===== src/design/okvl_pkg.sv =====
`timescale 1ns / 1ps
// ----------------------------------------------------------------------------
// okvl_pkg
// Shared types and command codes for the ordered key/value list unit.
// ----------------------------------------------------------------------------
package okvl_pkg;

  // Command codes carried in the op field.
  localparam logic [2:0] OP_INS_FRONT = 3'd0;
  localparam logic [2:0] OP_INS_BACK  = 3'd1;
  localparam logic [2:0] OP_REM_KEY   = 3'd2;
  localparam logic [2:0] OP_REM_FRONT = 3'd3;
  localparam logic [2:0] OP_CLEAR     = 3'd4;
  localparam logic [2:0] OP_DUMP      = 3'd5;

  // One command beat.
  typedef struct packed {
    logic [2:0]         op;
    logic signed [31:0] key;
    logic signed [31:0] value;
  } cmd_t;

  // One result beat.
  typedef struct packed {
    logic               ok;
    logic               has_entry;
    logic signed [31:0] entry_key;
    logic signed [31:0] entry_value;
    logic               last;
  } rsp_t;

  // Commands from the controller to the datapath.
  typedef struct packed {
    logic take;
    logic find;
    logic apply;
    logic dump_start;
    logic dump_step;
  } ctl_t;

  // Status from the datapath to the controller.
  typedef struct packed {
    logic is_dump;
    logic dump_final;
    logic rsp_free;
  } stat_t;

endpackage


===== src/design/okvl_datapath.sv =====
`timescale 1ns / 1ps
// ----------------------------------------------------------------------------
// okvl_datapath
// Chain of key/value cells with parallel key compare, entry count, command
// register and the registered result stage.
// ----------------------------------------------------------------------------
module okvl_datapath #(
  parameter int DEPTH = 16
) (
  input  logic            clk,
  input  logic            rst,
  input  okvl_pkg::cmd_t  cmd,
  input  okvl_pkg::ctl_t  ctl,
  output okvl_pkg::stat_t stat,
  output okvl_pkg::rsp_t  rsp,
  output logic            rsp_valid,
  input  logic            rsp_ready
);

  localparam int CW = $clog2(DEPTH + 1);
  localparam logic [CW-1:0] FULL_COUNT = CW'(DEPTH);
  localparam logic [CW-1:0] ONE        = CW'(1);

  okvl_pkg::cmd_t     cur;
  logic signed [31:0] keys [DEPTH];
  logic signed [31:0] vals [DEPTH];
  logic [CW-1:0]      count;
  logic [CW-1:0]      dump_left;
  logic [DEPTH-1:0]   match;
  logic [DEPTH-1:0]   span_next;
  logic [DEPTH-1:0]   hit_span;
  logic [DEPTH-1:0]   drop_mask;
  logic               full;
  logic               empty;
  logic               apply_ok;
  logic               rsp_free;

  assign full     = (count == FULL_COUNT);
  assign empty    = (count == '0);
  assign rsp_free = !rsp_valid || rsp_ready;

  // Every live cell compares its key with the search key at once.
  always_comb begin
    for (int i = 0; i < DEPTH; i++) begin
      match[i] = (keys[i] == cur.key) && (CW'(i) < count);
    end
  end

  // Prefix OR in log steps: bit i is set from the first match upwards.
  always_comb begin
    span_next = match;
    for (int s = 1; s < DEPTH; s = s * 2) begin
      span_next = span_next | (span_next << s);
    end
  end

  // Outcome of the held command against the current list.
  always_comb begin
    unique case (cur.op)
      okvl_pkg::OP_INS_FRONT, okvl_pkg::OP_INS_BACK: apply_ok = !full;
      okvl_pkg::OP_REM_KEY:                           apply_ok = hit_span[DEPTH-1];
      okvl_pkg::OP_REM_FRONT, okvl_pkg::OP_CLEAR:     apply_ok = !empty;
      default:                                        apply_ok = 1'b0;
    endcase
  end

  // Removing the front closes the gap from cell zero; a key removal from the match.
  assign drop_mask = (cur.op == okvl_pkg::OP_REM_FRONT) ? '1 : hit_span;

  assign stat.is_dump    = (cur.op == okvl_pkg::OP_DUMP) && !empty;
  assign stat.dump_final = (dump_left == ONE);
  assign stat.rsp_free   = rsp_free;

  // Command register and registered match span.
  always_ff @(posedge clk) begin
    if (ctl.take) begin
      cur <= cmd;
    end
    if (ctl.find) begin
      hit_span <= span_next;
    end
  end

  // Cell chain: shift up, shift down from a point, write at the tail, or rotate.
  always_ff @(posedge clk) begin
    if (ctl.apply && apply_ok) begin
      unique case (cur.op)
        okvl_pkg::OP_INS_FRONT: begin
          keys[0] <= cur.key;
          vals[0] <= cur.value;
          for (int i = 1; i < DEPTH; i++) begin
            keys[i] <= keys[i-1];
            vals[i] <= vals[i-1];
          end
        end
        okvl_pkg::OP_INS_BACK: begin
          for (int i = 0; i < DEPTH; i++) begin
            if (CW'(i) == count) begin
              keys[i] <= cur.key;
              vals[i] <= cur.value;
            end
          end
        end
        okvl_pkg::OP_REM_KEY, okvl_pkg::OP_REM_FRONT: begin
          for (int i = 0; i < DEPTH - 1; i++) begin
            if (drop_mask[i]) begin
              keys[i] <= keys[i+1];
              vals[i] <= vals[i+1];
            end
          end
        end
        default: begin
        end
      endcase
    end else if (ctl.dump_step) begin
      // Rotate the live part by one so the next entry reaches cell zero.
      for (int i = 0; i < DEPTH - 1; i++) begin
        keys[i] <= keys[i+1];
        vals[i] <= vals[i+1];
      end
      for (int i = 0; i < DEPTH; i++) begin
        if (CW'(i) == count - ONE) begin
          keys[i] <= keys[0];
          vals[i] <= vals[0];
        end
      end
    end
  end

  // Entry count and dump counter.
  always_ff @(posedge clk) begin
    if (rst) begin
      count     <= '0;
      dump_left <= '0;
    end else begin
      if (ctl.apply && apply_ok) begin
        unique case (cur.op)
          okvl_pkg::OP_INS_FRONT, okvl_pkg::OP_INS_BACK: count <= count + ONE;
          okvl_pkg::OP_REM_KEY, okvl_pkg::OP_REM_FRONT:  count <= count - ONE;
          okvl_pkg::OP_CLEAR:                            count <= '0;
          default: begin
          end
        endcase
      end
      if (ctl.dump_start) begin
        dump_left <= count;
      end else if (ctl.dump_step) begin
        dump_left <= dump_left - ONE;
      end
    end
  end

  // Result register: holds a beat until the consumer takes it.
  always_ff @(posedge clk) begin
    if (rst) begin
      rsp_valid <= 1'b0;
    end else if (ctl.apply || ctl.dump_step) begin
      rsp_valid <= 1'b1;
    end else if (rsp_ready) begin
      rsp_valid <= 1'b0;
    end
  end

  always_ff @(posedge clk) begin
    if (ctl.apply) begin
      rsp.ok          <= apply_ok;
      rsp.has_entry   <= 1'b0;
      rsp.entry_key   <= '0;
      rsp.entry_value <= '0;
      rsp.last        <= 1'b1;
    end else if (ctl.dump_step) begin
      rsp.ok          <= 1'b1;
      rsp.has_entry   <= 1'b1;
      rsp.entry_key   <= keys[0];
      rsp.entry_value <= vals[0];
      rsp.last        <= (dump_left == ONE);
    end
  end

endmodule


===== src/design/okvl_ctrl.sv =====
`timescale 1ns / 1ps
// ----------------------------------------------------------------------------
// okvl_ctrl
// Command sequencer: take, search, apply or walk the list for a dump.
// ----------------------------------------------------------------------------
module okvl_ctrl (
  input  logic            clk,
  input  logic            rst,
  input  logic            cmd_valid,
  output logic            cmd_ready,
  input  okvl_pkg::stat_t stat,
  output okvl_pkg::ctl_t  ctl
);

  typedef enum logic [1:0] {
    S_IDLE,
    S_FIND,
    S_APPLY,
    S_DUMP
  } state_t;

  state_t state;

  assign cmd_ready = (state == S_IDLE);

  // Command decode from the current state and datapath status.
  always_comb begin
    ctl = '0;
    unique case (state)
      S_IDLE:  ctl.take = cmd_valid;
      S_FIND:  ctl.find = 1'b1;
      S_APPLY: begin
        if (stat.rsp_free) begin
          ctl.dump_start = stat.is_dump;
          ctl.apply      = !stat.is_dump;
        end
      end
      S_DUMP:  ctl.dump_step = stat.rsp_free;
      default: ctl = '0;
    endcase
  end

  // State register.
  always_ff @(posedge clk) begin
    if (rst) begin
      state <= S_IDLE;
    end else begin
      unique case (state)
        S_IDLE: begin
          if (cmd_valid) state <= S_FIND;
        end
        S_FIND: begin
          state <= S_APPLY;
        end
        S_APPLY: begin
          if (stat.rsp_free) state <= stat.is_dump ? S_DUMP : S_IDLE;
        end
        S_DUMP: begin
          if (stat.rsp_free && stat.dump_final) state <= S_IDLE;
        end
        default: state <= S_IDLE;
      endcase
    end
  end

endmodule


===== src/design/ordered_key_value_list_unit.sv =====
`timescale 1ns / 1ps
// ----------------------------------------------------------------------------
// ordered_key_value_list_unit
// Ordered list of up to DEPTH key/value pairs driven by one command per beat.
//
//   Channel  Signals                        Role
//   cmd      cmd_valid, cmd_ready, cmd      one command beat (op, key, value)
//   rsp      rsp_valid, rsp_ready, rsp      one result beat, last marks the end
//
// A command runs through capture, parallel key search in the cell chain, then
// apply with its result loaded into the output register. A dump of a non-empty
// list emits its entries in turn, front first, as the chain rotates.
// Back-pressure on rsp holds the apply or dump step until the output register
// is free. Reset empties the list by clearing the entry count; no clearing pass.
// ----------------------------------------------------------------------------
module ordered_key_value_list_unit #(
  parameter int DEPTH = 16
) (
  input  logic           clk,
  input  logic           rst,
  input  logic           cmd_valid,
  output logic           cmd_ready,
  input  okvl_pkg::cmd_t cmd,
  output logic           rsp_valid,
  input  logic           rsp_ready,
  output okvl_pkg::rsp_t rsp
);

  okvl_pkg::ctl_t  ctl;
  okvl_pkg::stat_t stat;

  // Sequencer.
  okvl_ctrl u_ctrl (
    .clk       (clk),
    .rst       (rst),
    .cmd_valid (cmd_valid),
    .cmd_ready (cmd_ready),
    .stat      (stat),
    .ctl       (ctl)
  );

  // Cells, count and result register.
  okvl_datapath #(
    .DEPTH (DEPTH)
  ) u_datapath (
    .clk       (clk),
    .rst       (rst),
    .cmd       (cmd),
    .ctl       (ctl),
    .stat      (stat),
    .rsp       (rsp),
    .rsp_valid (rsp_valid),
    .rsp_ready (rsp_ready)
  );

endmodule


===== config.mk =====
export PLATFORM = sky130hd
export DESIGN_NAME = ordered_key_value_list_unit
export DESIGN_NICKNAME = d
export VERILOG_FILES = /design/src/design/okvl_pkg.sv /design/src/design/okvl_datapath.sv /design/src/design/okvl_ctrl.sv /design/src/design/ordered_key_value_list_unit.sv
export SDC_FILE = /design/constraint.sdc
export NUM_CORES = 2
export LEC_CHECK = 0
export BUFFER_PORTS_ARGS = -buffer_cell sky130_fd_sc_hd__buf_2
export CAP_MARGIN = 20
export CORE_UTILIZATION = 30
export DETAILED_ROUTE_END_ITERATION = 16
export PLACE_DENSITY_LB_ADDON = 0.2
export SLEW_MARGIN = 0
export SYNTH_ARGS = -nofsm -noshare
export SYNTH_HDL_FRONTEND = slang
export SYNTH_HIERARCHICAL = 1
export SYNTH_SLANG_ARGS = --single-unit

===== constraint.sdc =====
create_clock -name clk -period 10.3 [get_ports clk]
set_input_delay 0.515 -clock clk [delete_from_list [all_inputs] [get_ports clk]]
set_output_delay 0.515 -clock clk [all_outputs]
set_load 0.01 [all_outputs]

# Yosys cells after proc, flatten, opt, wreduce, memory -nomap -nowiden
# Memory sizes are Yosys's and may differ from the RTL's.
# Index checks and enable logic that the tools add are counted.
[totals]
reg_bits = 163
mem_bits_rw = 1024
input_bits = 71
out_inout_bits = 69
word_cells = 596
memories = 2
[mem_list]
columns = ["name", "depth", "word_bits", "rd", "rd_ports_with_merged_regs", "write_ports", "line", "rtl"]
rows = [
  ["u_datapath.keys", 16, 32, 16, 0, 16, "okvl_datapath.sv:25", "logic signed [31:0] keys [DEPTH];"],
  ["u_datapath.vals", 16, 32, 16, 0, 16, "okvl_datapath.sv:26", "logic signed [31:0] vals [DEPTH];"],
]
[op_classes]
n_addsub = 3
n_lt_le_gt_ge = 16
eq_ne = 59
n_mux = 337
bitwise = 128
reduce_logical = 38
[ops]
columns = ["cell", "n"]
rows = [
  ["$mux 32", 124],
  ["$eq 32x32->1", 16],
  ["$mux 1", 199],
  ["$mux 67", 2],
  ["$or 1x1->1", 124],
  ["$eq 4x5->1 const A", 16],
  ["$or 16x16->16", 4],
  ["$eq 3x5->1 const A", 8],
  ["$lt 4x5->1 const A", 8],
  ["$eq 2x5->1 const A", 4],
  ["$lt 3x5->1 const A", 4],
  ["$logic_and 1x1->1", 19],
  ["$mux 15", 1],
  ["$pmux 5 s3", 1],
  ["$mux 2", 6],
  ["$eq 1x5->1 const A", 2],
  ["$logic_not 5->1", 2],
  ["$lt 1x5->1 const A", 2],
  ["$lt 2x5->1 const A", 2],
  ["$mux 5", 2],
  ["$sub 5x1->5 const B", 2],
  ["$pmux 2 s4", 1],
  ["$eq 3x2->1 const B", 2],
  ["$eq 3x3->1 const B", 2],
  ["18 further kinds", 28],
]

# Logic depth before layout (Yosys ltp)
[logic_depth]
depth_word = 13
depth_mapped = 17
mapped_depth_nobuf = 10

# Cells and area by module
# Netlist, hierarchy kept.
[modules_own_cells]
columns = ["module", "instances", "cells_per_inst", "area_each_um2", "seq_area_each_um2"]
rows = [
  ["okvl_datapath", 1, 7291, 73611.8, 34813.4],
  ["okvl_ctrl", 1, 18, 140.1, 40.0],
]

# Worst setup path before layout
# OpenSTA, ideal clock, no wires.
[synth_path]
path_kind = "register to register"
from = "register u_datapath.count[1]"
to = "memory u_datapath.keys[1][0], in the netlist u_datapath/keys[0][32] (enable)"
setup_ps = 574
arrival_time_ps = 7171
required_ps = 9726
path_slack_ps = 2555
path_stages_with_launch = 14
n_path_buf = 5
path_cell_list = "dfxtp_1 > clkbuf_1 > inv_1 > ha_1 > clkbuf_1 > a211oi_1 > nor3_1 > clkbuf_1 > inv_1 > a21oi_1 > o21ai_1 > clkbuf_1 > buf_2 > o21ai_0"
[synth_rtl]
columns = ["item", "line", "rtl"]
rows = [
  ["from (decl)", "okvl_datapath.sv:27", "logic [CW-1:0] count;"],
  ["from (signal assigned)", "okvl_datapath.sv:138", "okvl_pkg::OP_INS_FRONT, okvl_pkg::OP_INS_BACK: count <= count + ONE;"],
  ["from (signal assigned)", "okvl_datapath.sv:139", "okvl_pkg::OP_REM_KEY, okvl_pkg::OP_REM_FRONT: count <= count - ONE;"],
  ["to (decl)", "okvl_datapath.sv:25", ""],
]

==> flow_metrics.tcl <==
set metrics [dict create \
    p_int_w 0.00888 \
    regArea_um2 34900 \
    setup_tns_ns 0 \
    fin_crit_sh_pct 62.7 \
    end_kind "flop" \
    whs_path_depth 3 \
    io_buffers 139 \
    synthArstFlopShare_pct 0 \
    synth_area_leaders "edfxtp_1 (45%), xor2_1 (5.2%), a221oi_1 (4.6%)" \
    drt_iter0_markers 8986 \
    cts_tree "done" \
    slew_violations 0 \
    fp.dieH_um 498 \
    rsz0062_at_grt "false" \
    synth_area_per_cell_um2 10.1 \
    clock_skew_ns 0.0555 \
    r2r_start "u_datapath/count[0]$_SDFFE_PP0P_" \
    sequentialPowerShare_pct 45.1 \
    wl_met1_um 140000 \
    place_ws_ns 4.22 \
    p_comb_share_pct 10.4 \
    dr.pass1.iters 9 \
    cap_violations 0 \
    first_global_vias 63700 \
    worstMarginPinSlew_ns 1.39 \
    p_leak_nw 26.6 \
    setup_viol 0 \
    gr-total-overflow 0 \
    synth-edff-count 1108 \
    p_clk_share_pct 44.5 \
    r2r_setup_slack_ns 3.84 \
    wl_um 357000 \
    slew_headroom_pct 7.35 \
    min_period_ns 6.46 \
    critPathLaunchType "flop" \
    die_w_um 498 \
    via_count 66000 \
    routed.top_layer "met5" \
    synth.most_common_cell "edfxtp_1" \
    cts_sinks 1187 \
    r2r_cells 13 \
    power_switching_w 0.00336 \
    cts_max_path_buffers 3 \
    synth-warning-count 6 \
    grt_usage_pct 27.7 \
    r2r_end "u_datapath/vals[1][10]$_DFFE_PP_" \
    synth_common_cells "edfxtp_1 (1108), clkbuf_1 (705), nor2_1 (680), a21oi_1 (458), o22ai_1 (452)" \
    synthDominantCellAreaShare_pct 45.1 \
    core_um2 244000 \
    hold_viol_final 0 \
    outcome "finished, final reports clean" \
    initial_core_util_pct 30.2 \
    synth_area_um2 73800 \
    synth_cells 7309 \
    cp_max_fo 222 \
    grt_pass1_wl_um 502000 \
    clk_latency_ns 0.86 \
    synth-seq-cells 1187 \
    drt-vias-per-instance 6.46 \
    postCtsSetupBuffers 0 \
    synth_area_leader_cell "edfxtp_1" \
    critPathRequiredTime_ns 10.97 \
    netSwitchingFraction_pct 27.4 \
    max_freq_mhz 155 \
    synth_cell_types 77 \
    area_growth_pct 11.9 \
    critical_path_arrival_ns 7.12 \
    num-fill-cells 24500 \
    hold_path_class "in -> reg" \
    cts-buffers-inserted 153 \
    wire_per_inst_um 34.9 \
    post-route-drc-count 0 \
    route.met2.wl_um 161000 \
    nets 6977 \
    cts_max_level 4 \
    setup_slack_ns 3.84 \
    num_rows 181 \
    root_buffer "clkbuf_16" \
    grt_max_degree 223 \
    syn_nets 7387 \
    antenna_found_initial 8 \
    fp.dieArea_um2 248000 \
    boundaryPins 140 \
    layout-drive-gt1-share_pct 12.5 \
    seq_area_frac_synth_pct 47.3 \
    ant_nets 0 \
    vdd_ir_drop_max_mv 0.174 \
    place.gp.congestion 0.944 \
    multi_input_area_um2 35400 \
    place_hpwl_um 223000 \
    path_class "reg -> reg" \
    met3_length_um 32000 \
    hold_end "u_datapath/rsp_valid$_SDFFE_PP0P_" \
    cts.clk_slew.worst_paths_ns 0.06 \
    synth_ff_type "edfxtp_1" \
    min_from "rsp_ready" \
    powerDensity_nw_per_um2 148 \
]
==> kinds of logic after synthesis <==
group,Yosys count,share of synthesized area (%)
AO/OA/AOI/OAI,2796,26.9
XOR/XNOR,517,6.14
adder cells (fa/ha/maj),7,0.119
buffers and inverters,1047,5.64
flip-flops,1187,47.3
multiplexers,389,5.72
AND/OR/NAND/NOR,1366,8.23
==> worst max-delay path, stage by stage (launching register included) <==
cell      delay (ns)
dfxtp_1         0.45
inv_1           0.27
ha_1            0.66
a211oi_1        0.25
nor3_2          0.23
buf_4           0.42
o21ai_1         0.12
buf_4           0.23
a21oi_4         0.62
mux2_8          0.61
buf_12          0.68
buf_4           0.80
o21ai_0         0.22
a21oi_1         0.21
==> what timing repair did <==
item                                   4_1_cts  5_1_grt
hold buffers                                68        0
endpoints found under the hold margin       72        0
gates resized for setup                      0        0
==> per-stage QoR <==
step,total power (W),hold slack (ns),area (um^2),instances,utilization (%)
after detailed placement,0.00685,0.457,76900,9875,31.5
after global placement,0.00683,0.446,76800,9871,31.5
after floorplan,0.00635,0.490,73800,7309,-
after global routing,0.0126,0.341,82500,10200,33.8
final,0.0122,0.325,82500,10200,33.8
after CTS,0.0123,0.294,82500,10200,33.8
==> power groups by stage <==
stage	Sequential, W	Combinational [W]	Clock, W
after detailed placement	0.00562	0.00123	0
after floorplan	0.00557	0.000785	0
after global placement	0.00562	0.00121	0
final	0.00552	0.00127	0.00545
after global routing	0.00553	0.00135	0.00570
after CTS	0.00552	0.00125	0.00553
==> layout by cell type, fill, tap and decap left out, drive strengths merged, types with 257 or more instances in the layout <==
cell,synthesis,final
edfxtp,1108,1108
nor2,681,681
a21oi,459,459
o22ai,454,454
xor2,441,441
a221oi,386,386
o2bb2ai,384,384
o21ai,340,340
buf,268,339
mux2,257,257
==> layout make-up <==
type,count,area share (%)
Multi-Input combinational cell,5075,42.9
Sequential cell,1187,42.2
Clock buffer,215,5.01
Tap cell,3202,4.85
Timing Repair Buffer,408,3.74
Clock inverter,66,0.970
Inverter,74,0.337
Antenna cell,4,0.0121
==> worst max path at each step <==
stage,slack (ns),startpoint,end
after floorplan,2.55,u_datapath/count[1]$_SDFFE_PP0P_,u_datapath/keys[0][32]$_DFFE_PP_
after global placement,4.23,u_datapath/count[0]$_SDFFE_PP0P_,u_datapath/vals[1][10]$_DFFE_PP_
after detailed placement,4.22,u_datapath/count[0]$_SDFFE_PP0P_,u_datapath/vals[0][67]$_DFFE_PP_
after CTS,4.18,u_datapath/count[0]$_SDFFE_PP0P_,u_datapath/vals[1][10]$_DFFE_PP_
after global routing,3.74,u_datapath/count[0]$_SDFFE_PP0P_,u_datapath/vals[1][10]$_DFFE_PP_
final,3.84,u_datapath/count[0]$_SDFFE_PP0P_,u_datapath/vals[1][10]$_DFFE_PP_
==> layer usage <==
| layer | track usage (%) | vias up |
|---|---|---|
| met4 | 16.1 | 4 |
| met1 | 35.3 | 33400 |
| met2 | 43.7 | 4137 |
| met5 | 0 | - |
| met3 | 5.06 | 895 |
| li1 | - | 27600 |
==> state kept, by name, indices dropped and copies added, names as in the netlist <==
| signal | flops |
|---|---|
| u_datapath/cur | 67 |
| u_datapath/keys | 512 |
| u_datapath/rsp_valid | 1 |
| u_ctrl/state | 2 |
| u_datapath/dump_left | 5 |
| u_datapath/vals | 512 |
| u_datapath/rsp | 67 |
| u_datapath/hit_span | 16 |
| u_datapath/count | 5 |
(Power assumes the default switching activity.)
